`src/design/svb_pkg.sv`:
```
// Shared constants and types of the straight-alpha source-over blend block.
package svb_pkg;

  localparam int FRAC_BITS_DEF = 16;
  localparam int QUEUE_DEPTH   = 4;
  localparam int CH_NUM        = 3;
  localparam int QUO_BITS      = 9;
  localparam logic [7:0] PIX_MAX = 8'hFF;

  typedef struct packed {
    logic [7:0] src_red;
    logic [7:0] src_green;
    logic [7:0] src_blue;
    logic [7:0] src_coverage;
    logic [7:0] dst_red;
    logic [7:0] dst_green;
    logic [7:0] dst_blue;
    logic [7:0] dst_alpha;
    logic       bypass;
  } item_t;

  typedef struct packed {
    logic full;
    logic empty;
  } qstat_t;

endpackage

```
`src/design/svb_queue.sv`:
```
// Short request queue between the front stage and the blend pipeline.
module svb_queue (
  input  logic            clk,
  input  logic            rst_n,
  input  logic            push_valid,
  input  svb_pkg::item_t  push_item,
  output logic            push_ready,
  output logic            pop_valid,
  output svb_pkg::item_t  pop_item,
  input  logic            pop_ready,
  output svb_pkg::qstat_t stat
);
  import svb_pkg::*;

  localparam int AW = $clog2(QUEUE_DEPTH);
  localparam int CW = $clog2(QUEUE_DEPTH + 1);

  item_t         mem_r [QUEUE_DEPTH];
  logic [AW-1:0] wr_ptr_r;
  logic [AW-1:0] rd_ptr_r;
  logic [CW-1:0] cnt_r;
  logic [CW-1:0] cnt_nxt;
  logic          full;
  logic          empty;
  logic          push;
  logic          pop;

  assign full  = (cnt_r == CW'(QUEUE_DEPTH));
  assign empty = (cnt_r == '0);
  assign push  = push_valid && !full;
  assign pop   = pop_ready && !empty;

  always_comb begin
    case ({push, pop})
      2'b10:   cnt_nxt = cnt_r + 1'b1;
      2'b01:   cnt_nxt = cnt_r - 1'b1;
      default: cnt_nxt = cnt_r;
    endcase
  end

  // The depth is a power of two, so the pointers wrap on their own.
  always_ff @(posedge clk) begin
    if (!rst_n) begin
      wr_ptr_r <= '0;
      rd_ptr_r <= '0;
      cnt_r    <= '0;
    end else begin
      if (push) begin
        wr_ptr_r <= wr_ptr_r + 1'b1;
      end
      if (pop) begin
        rd_ptr_r <= rd_ptr_r + 1'b1;
      end
      cnt_r <= cnt_nxt;
    end
  end

  always_ff @(posedge clk) begin
    if (push) begin
      mem_r[wr_ptr_r] <= push_item;
    end
  end

  assign push_ready = !full;
  assign pop_valid  = !empty;
  assign pop_item   = mem_r[rd_ptr_r];
  assign stat.full  = full;
  assign stat.empty = empty;

endmodule

```
`config.mk`:
```
export PLATFORM = sky130hd
export DESIGN_NAME = svb_queue
export DESIGN_NICKNAME = d
export VERILOG_FILES = /design/src/design/svb_pkg.sv /design/src/design/svb_queue.sv
export SDC_FILE = /design/constraint.sdc
export NUM_CORES = 1
export LEC_CHECK = 0
export BUFFER_PORTS_ARGS = -buffer_cell sky130_fd_sc_hd__buf_2
export CAP_MARGIN = 20
export CELL_PAD_IN_SITES_DETAIL_PLACEMENT = 0
export CELL_PAD_IN_SITES_GLOBAL_PLACEMENT = 1
export CORE_AREA = 2 2 139 168
export CTS_CLUSTER_SIZE = 30
export DETAILED_ROUTE_END_ITERATION = 10
export DIE_AREA = 0 0 141 170
export GPL_ROUTABILITY_DRIVEN = 0
export PLACE_DENSITY_LB_ADDON = 0.15
export SLEW_MARGIN = 30
export SYNTH_ARGS = -nofsm -noshare
export SYNTH_HDL_FRONTEND = slang
export SYNTH_SLANG_ARGS = --single-unit
```
`constraint.sdc`:
```
create_clock -name clk -period 2.64 [get_ports clk]
set_input_delay 0.264 -clock clk [delete_from_list [all_inputs] [get_ports clk]]
set_output_delay 0.264 -clock clk [all_outputs]
set_load 0.05 [all_outputs]
```
==> results.cfg <==
[floorplan]
initial_core_util_pct = 44.56
num_rows = 60
ioPinCount = 138
dieArea_um2 = 23970
fp.dieW_um = 141
core_area_um2 = 22300
die_h_um = 170

[run_status]
status = complete, no violations

[placed_design]
port_buffers = 137
hpwl_um = 11470
dpl_cell_area_um2 = 11070
dp_slack_ps = 392.6

[global_routing]
antenna_found_initial = 0
grt_max_degree = 38
overflow = 0
grt_pass1_wl_um = 29860
grt_use_total_pct = 16.28
grt_pass1_vias = 5362

[detailed_routing]
routed_wl_um = 18900
wl_per_cell_um = 20.50
ant_nets = 0
drcViolationCount = 0
vias = 4783
viasPerCell = 5.188
initialDrtViolationCount = 241
drtPass1Iterations = 6

[clock_network]
clk_pin_slew_worst_paths_ps = 60
cts_tree = done
cts_root_buf = clkbuf_16
cts_buffer_depth = 3
clock_latency_ps = 510
cts.htree.levels = 1
numCtsBuffers = 27
clock-sinks = 269

[pwr]
pwr-share-comb_pct = 31.1
p_int_mw = 8.397
p_sw_share_pct = 33.67
irDropWorstVdd_uv = 658.1
clkPwrFrac_pct = 26.8
power_mw = 12.66
p_seq_share_pct = 42.1
power_density_nw_per_um2 = 1013
p_sw_mw = 4.264
p_leak_nw = 4.252

[worst_setup_path]
start_kind = flop
worstPathRequired_ps = 2380
r2r-end = cnt_r[2]
path_max_fanout = 23
reg2reg_depth = 12
cp.arrival_ps = 2140
crit_type = flop to output pin
worst_setup_path_end_kind = output pin
rrSetupSlack_ps = 360
r2r_start = cnt_r[0]
endpoint = pop_item[34]

[cells_and_area]
nFillCells = 1683
final_cell_mix = edfxtp_1 (260), buf_2 (137), mux4_2 (65), dlygate4sd3_1 (65), clkbuf_16 (27)
diodes = 0
area_delta_synth_final_pct = 25.83
final_layout_size_suffix_gt1_share_pct = 40.44
nets = 701
utilization_pct = 56.07
layout.cells.most_common = edfxtp_1
fin_area_um2 = 12500

[sta]
relSlewSlack_pct = 70.07
rsz0062_at_grt = false
tns_ps = 0
layout_min_cycle_time_ps = 2408
setup-violations-final = 0
final-hold-violation-count = 0
fmax_ghz = 0.4153
drv_slew = 0
tightest_slew_ps = 449.0
fin_ws_ps = 232.2
skew_ps = 7.567
min_period_over_period_pct = 91.20

[min_path]
min_path_type = primary input to flop

[synthesis]
ys_warn_count = 0
synth_fp_nets = 472
synth.avg_cell_area_um2 = 25.02
yosysUniqueCellTypes = 25
yosysSeqAreaShare_pct = 80.40
syn_area_um2 = 9935
synth-seq-cells = 269
syn_inst = 397

[run]
cap_viol_max_count = 0
[cells by family after synthesis]
| kind of cell | after synthesis | synth area share, % |
|---|---|---|
| and+or+nand+nor | 20 | 1.171 |
| buffers and inverters | 26 | 2.078 |
| adders and majority gates | 6 | 0.8312 |
| xor gates and xnor gates | 2 | 0.1764 |
| muxes | 67 | 14.94 |
| AOI/OAI and AO/OA | 7 | 0.4029 |
| DFF | 269 | 80.40 |
[routing by layer]
| layer | up-vias | global-route usage [%] | part of all wire, % |
|---|---|---|---|
| met5 | - | 0 | 0 |
| met4 | 0 | 4.522 | 2.0 |
| met3 | 24 | 3.489 | 5.5 |
| met2 | 130 | 29.27 | 53 |
| met1 | 2500 | 20.02 | 39 |
| li1 | 2129 | - | - |
[worst max-delay path, stage by stage, from the launching register on]
cell and delay, ps:
dfxtp_4 560, buf_12 280, mux4_2 550, buf_2 230
[synth_stat cells]
library cell / n / area [µm²]
mux2i_1: 2 / 20.02
and2_1: 6 / 37.54
buf_12: 5 / 100.1
inv_1: 7 / 26.28
or3_1: 2 / 12.51
or3_4: 1 / 11.26
buf_4: 3 / 22.52
mux4_2: 65 / 1464
buf_2: 7 / 35.03
nand2_1: 7 / 26.28
dfxtp_1: 9 / 180.2
and2_4: 1 / 8.760
a21boi_0: 2 / 15.01
inv_2: 1 / 3.750
o21ai_0: 5 / 25.02
nand4b_1: 1 / 8.760
ha_1: 5 / 62.56
xor2_1: 1 / 8.760
xnor2_1: 1 / 8.760
edfxtp_1: 260 / 7807
buf_6: 1 / 11.26
nor2b_1: 1 / 6.260
fa_1: 1 / 20.02
nand3_1: 1 / 5.000
clkbuf_1: 2 / 7.510
[per-stage QoR]
| step | instances | hold slack [ps] |
|---|---|---|
| 2_1_floorplan | 397 | 362.9 |
| 3_5_place_dp | 811 | 479.3 |
| 4_1_cts | 922 | 43.41 |
| 3_3_place_gp | 811 | 473.3 |
| 5_1_grt | 922 | 76.74 |
| 6_report | 922 | 74.60 |
[flip-flops by register name, indices dropped and copies added, names as in the netlist, named ones only]
signal,cells
rd_ptr_r,2
cnt_r,3
wr_ptr_r,2
mem_r,260
[layout make-up]
class	instances	area, µm²	share of cell area [%]
clock buffers	31	690.7	5.525
clock inverters	15	91.34	0.7307
inverters	8	30.03	0.2402
multi-input cells	102	1750	14.00
flip-flops and latches	269	7995	63.96
well taps	279	349.1	2.793
repair buffers	218	1594	12.75
[power groups by stage]
stage / Sequential (mW) / Combinational (mW) / Clock, mW
6_report: 5.32 / 3.94 / 3.40
5_1_grt: 5.37 / 4.16 / 3.67
4_1_cts: 5.34 / 4.03 / 3.50
3_5_place_dp: 5.42 / 3.93 / 0
3_3_place_gp: 5.40 / 3.91 / 0
2_1_floorplan: 5.31 / 3.15 / 0
[repair_timing]
item / 4_1_cts / 5_1_grt
resized for setup: 0 / 0
hold endpoints to repair: 260 / 0
hold buffers: 65 / 0
setup buffers: 0 / 0
[how the worst min path moves through the flow]
stage / cells past startpoint / endpoint / slack (ps) / startpoint
3_5_place_dp: 2 / flop / 480 / rd_ptr_r[0]
2_1_floorplan: 0 / mem_r[0][0] / 360 / push_item[0]
3_3_place_gp: 1 / mem_r[0][22] / 470 / push_item[22]
5_1_grt: 2 / cnt_r[2] / 80 / rst_n
6_report: 3 / flop / 70 / pop_ready
4_1_cts: 3 / flop / 40 / pop_ready
(Power assumes the default switching activity.)
