==> src/design/svb_pkg.sv <==
// Shared constants and types of the straight-alpha source-over blend block.
package svb_pkg;

  localparam int FRAC_BITS_DEF = 16;
  localparam int QUEUE_DEPTH   = 4;
  localparam int CH_NUM        = 3;
  localparam int QUO_BITS      = 9;
  localparam logic [7:0] PIX_MAX = 8'hFF;

  typedef struct packed {
    logic [7:0] src_red;
    logic [7:0] src_green;
    logic [7:0] src_blue;
    logic [7:0] src_coverage;
    logic [7:0] dst_red;
    logic [7:0] dst_green;
    logic [7:0] dst_blue;
    logic [7:0] dst_alpha;
    logic       bypass;
  } item_t;

  typedef struct packed {
    logic full;
    logic empty;
  } qstat_t;

endpackage

==> src/design/svb_if.sv <==
// Stream interfaces for pixel requests and blended results.
interface svb_in_if;
  logic       valid;
  logic       ready;
  logic [7:0] src_red;
  logic [7:0] src_green;
  logic [7:0] src_blue;
  logic [7:0] src_coverage;
  logic [7:0] dst_red;
  logic [7:0] dst_green;
  logic [7:0] dst_blue;
  logic [7:0] dst_alpha;

  modport source (
    output valid, src_red, src_green, src_blue, src_coverage,
    output dst_red, dst_green, dst_blue, dst_alpha,
    input  ready
  );
  modport sink (
    input  valid, src_red, src_green, src_blue, src_coverage,
    input  dst_red, dst_green, dst_blue, dst_alpha,
    output ready
  );
endinterface


==> src/design/svb_front.sv <==
// Front stage: registers incoming pixel requests and marks zero-coverage bypass.
module svb_front (
  input  logic          clk,
  input  logic          rst_n,
  svb_in_if.sink        in_ch,
  output logic          push_valid,
  output svb_pkg::item_t push_item,
  input  logic          push_ready
);
  import svb_pkg::*;

  logic  fr_v_r;
  item_t fr_item_r;
  item_t fr_item_nxt;
  logic  take;

  assign in_ch.ready = !fr_v_r || push_ready;
  assign take        = in_ch.valid && in_ch.ready;

  always_comb begin
    fr_item_nxt.src_red      = in_ch.src_red;
    fr_item_nxt.src_green    = in_ch.src_green;
    fr_item_nxt.src_blue     = in_ch.src_blue;
    fr_item_nxt.src_coverage = in_ch.src_coverage;
    fr_item_nxt.dst_red      = in_ch.dst_red;
    fr_item_nxt.dst_green    = in_ch.dst_green;
    fr_item_nxt.dst_blue     = in_ch.dst_blue;
    fr_item_nxt.dst_alpha    = in_ch.dst_alpha;
    fr_item_nxt.bypass       = (in_ch.src_coverage == 8'd0);
  end

  always_ff @(posedge clk) begin
    if (!rst_n) begin
      fr_v_r <= 1'b0;
    end else if (in_ch.ready) begin
      fr_v_r <= in_ch.valid;
    end
  end

  always_ff @(posedge clk) begin
    if (take) begin
      fr_item_r <= fr_item_nxt;
    end
  end

  assign push_valid = fr_v_r;
  assign push_item  = fr_item_r;

endmodule

==> src/flat_wrapper.sv <==
// flat-port wrapper written by rule: the top's interface ports become plain ports
module svb_front_flat import svb_pkg::*;
  (clk, rst_n, push_valid, push_item, push_ready, in_ch_valid, in_ch_src_red, in_ch_src_green, in_ch_src_blue, in_ch_src_coverage, in_ch_dst_red, in_ch_dst_green, in_ch_dst_blue, in_ch_dst_alpha, in_ch_ready);
  svb_in_if in_ch_i ();
  input  logic clk;
  input  logic rst_n;
  output logic push_valid;
  output svb_pkg::item_t push_item;
  input  logic push_ready;
  input wire logic [$bits(in_ch_i.valid)-1:0] in_ch_valid;
  input wire logic [$bits(in_ch_i.src_red)-1:0] in_ch_src_red;
  input wire logic [$bits(in_ch_i.src_green)-1:0] in_ch_src_green;
  input wire logic [$bits(in_ch_i.src_blue)-1:0] in_ch_src_blue;
  input wire logic [$bits(in_ch_i.src_coverage)-1:0] in_ch_src_coverage;
  input wire logic [$bits(in_ch_i.dst_red)-1:0] in_ch_dst_red;
  input wire logic [$bits(in_ch_i.dst_green)-1:0] in_ch_dst_green;
  input wire logic [$bits(in_ch_i.dst_blue)-1:0] in_ch_dst_blue;
  input wire logic [$bits(in_ch_i.dst_alpha)-1:0] in_ch_dst_alpha;
  output wire logic [$bits(in_ch_i.ready)-1:0] in_ch_ready;
  assign in_ch_i.valid = in_ch_valid;
  assign in_ch_i.src_red = in_ch_src_red;
  assign in_ch_i.src_green = in_ch_src_green;
  assign in_ch_i.src_blue = in_ch_src_blue;
  assign in_ch_i.src_coverage = in_ch_src_coverage;
  assign in_ch_i.dst_red = in_ch_dst_red;
  assign in_ch_i.dst_green = in_ch_dst_green;
  assign in_ch_i.dst_blue = in_ch_dst_blue;
  assign in_ch_i.dst_alpha = in_ch_dst_alpha;
  assign in_ch_ready = in_ch_i.ready;
  svb_front u_core (.clk(clk), .rst_n(rst_n), .in_ch(in_ch_i), .push_valid(push_valid), .push_item(push_item), .push_ready(push_ready));
endmodule
==> config.mk <==
export PLATFORM = sky130hd
export DESIGN_NAME = svb_front_flat
export DESIGN_NICKNAME = d
export VERILOG_FILES = /design/src/design/svb_pkg.sv /design/src/design/svb_if.sv /design/src/design/svb_front.sv /design/src/flat_wrapper.sv
export SDC_FILE = /design/constraint.sdc
export NUM_CORES = 1
export LEC_CHECK = 0
export ABC_AREA = 1
export BUFFER_PORTS_ARGS = -buffer_cell sky130_fd_sc_hd__buf_4
export CAP_MARGIN = 20
export CORE_MARGIN = 5
export CORE_UTILIZATION = 37
export CTS_CLUSTER_SIZE = 8
export DETAILED_ROUTE_END_ITERATION = 10
export PLACE_DENSITY = 0.75
export SLEW_MARGIN = 40
export SYNTH_ARGS = -nofsm -noshare
export SYNTH_HDL_FRONTEND = slang
export SYNTH_SLANG_ARGS = --single-unit
==> constraint.sdc <==
create_clock -name clk -period 3.9 [get_ports clk]
set_clock_uncertainty 0.15 [all_clocks]
set_input_delay 0.39 -clock clk [delete_from_list [all_inputs] [get_ports clk]]
set_output_delay 0.39 -clock clk [all_outputs]
set_load 0.005 [all_outputs]
==> run metrics <==
Core Region=5410 um2; 1st-iter DRT viols=66; Die Y=84.1 um; Fillers=415; Clock transition at path regs=0.07 ns; Fmax=568 MHz; status=complete, no violations; Worst setup EP type=register; largest net degree at the start of global routing=22; post-CTS setup buffer count=0; routed wire length=5120 um; antenna-violating nets left=0; Syn. warnings=0; Post-CTS Resized=0; Max-Cap Viols=0; initial antenna violation count=0; synthesis-to-layout area growth=65.7%; Netlist cell types=8; # clock sinks=66; Synth Flop Type=edfxtp_1; setup TNS=0 ns; post-synthesis cell area=2030 um2; Die W=84.1 um; Setup violations, final=0; Max Slew Vio Count=0; crit path kind=reg2reg; RSZ-0062 raised after global routing=false; Arrival @ worst endpoint=1.63 ns; nets=295; share of post-route cells with drive strength above 1=67.1%; top-count cell post-synth=edfxtp_1; Syn Area/Cell=25.7 um2; vias post-DR=1,299; total CTS buffers=9; maximum vdd drop=0.340 mV; HP Class=in2reg; number of I/O port buffers=134; sequential fraction of the synthesis area=97.2%; Clk Tree Root Cell=clkbuf_8; I/O Pins=135; Die Area=7070 um2; antenna diode count=0; CP Data Required Time=3.77 ns; Mapped Cells=79; vias in the first global route=1,523; Worst-Skew Late Latency=0.33 ns; Leakage=1.43 nW; Post-synth top cells=65 x edfxtp_1, 5 x nor2_1, 3 x inv_1, 2 x nand2_1; CTS Hold Bufs=0; placer congestion estimate=0.738; pre-CTS WS=1.93 ns; row count=27; Vias/cell=4.29; area leader, netlist=edfxtp_1; first-pass GRT wire length=7980 um; CTS Buffer Depth=2; fin crit period=1.76 ns; WL/cell=16.9 um; critical path fanouts, max=21; Remaining DRCs=0; Slew HR=58.0%; H-tree levels=3; starting utilization of the core area=37.5%; Post-synth ARST share=0%; setup ws final=2.14 ns; Synth top area share=96.2%; Synthesized Nets=147; aggregate global-route resource usage=15.2%; final period utilization=45.1%; Final Hold Fails=0; first drt pass iteration count=3; Synth area leaders=edfxtp_1 96%, dfxtp_1 0.99%, nor2_1 0.92%; Setup crit start kind=register; TritonCTS clock tree=built; Slew @ Worst Pin=0.629 ns; hpwl dp=4040 um; GRT overflow=0; pwr dens=453 nW/um2; register bit total from synthesis=66; number of synthesized flops with an enable pin=65
[cell usage in the layout (no fill, tap or decap)]
cell / Yosys / final
a21oi_2: 1 / 1
a21oi_4: 0 / 1
buf_16: 0 / 1
buf_4: 0 / 136
bufinv_16: 0 / 1
clkbuf_8: 0 / 9
clkinv_2: 0 / 4
clkinv_4: 0 / 1
dfxtp_1: 1 / 1
edfxtp_1: 65 / 65
inv_1: 3 / 3
nand2_1: 2 / 2
nand2_2: 1 / 1
nor2_1: 5 / 5
[per-layer routing]
metal  vias up  track usage, %  share of wire, %
li1        602               -                 -
met1       601            14.0                32
met2        88            24.1                49
met3         8            11.5                17
met4         0            8.48               1.7
met5         -               0                 0
[final timing paths]
| path | slack, ns | startpoint | depth (start not counted) | endpoint |
|---|---|---|---|---|
| setup / recovery | 2.14 | u_core.push_valid | 2 | u_core.push_item[3] |
| hold reg to reg | 0.40 | u_core.push_valid | 2 | u_core.push_valid |
| hold / removal | 0.08 | in_ch_src_green[2] | 1 | u_core.push_item[51] |
| setup reg to reg | 2.14 | u_core.push_valid | 2 | u_core.push_item[3] |
[layout make-up]
type | count | area, um2 | area share (%)
inverters | 3 | 11.3 | 0.335
flip-flops and latches | 66 | 1970 | 58.7
multi-input cells | 10 | 57.6 | 1.71
clock inverters | 6 | 58.8 | 1.75
clock buffers | 9 | 124 | 3.68
well taps | 72 | 90.1 | 2.68
repair buffers | 137 | 1050 | 31.2
[logic make-up after synthesis]
kind of cell	count (synthesis)	synth area share, %
buf+inv	3	0.555
compound gates	2	0.678
flops	66	97.2
simple gates	8	1.60
[state kept, by name (all words and copies together), names as in the netlist]
name	cells
u_core.push_item	65
u_core.push_valid	1
[worst max-delay path, cell delays in order (launching register included)]
cell	delay (ns)
dfxtp_1	0.36
a21oi_4	0.54
buf_4	0.39
[power by group]
group / switching, mW / total [mW] / internal, mW / leakage [nW]
Combinational: 0.0538 / 0.147 / 0.0935 / 0.699
Sequential: 0.0119 / 0.840 / 0.828 / 0.637
Clock: 0.248 / 0.536 / 0.288 / 0.0986
[through the flow]
stage | std cells | power (mW) | hold WS (ns) | util [%] | cell area, um2
global placement | 287 | 0.998 | 0.373 | 58.3 | 3150
CTS | 303 | 1.54 | 0.0591 | 62.2 | 3360
floorplan | 79 | 0.878 | 0.339 | - | 2030
finish | 303 | 1.52 | 0.0759 | 62.2 | 3360
detailed placement | 288 | 1.01 | 0.387 | 58.8 | 3180
global route | 303 | 1.59 | 0.0515 | 62.2 | 3360
Note: power is estimated with default switching activity, not from simulation.
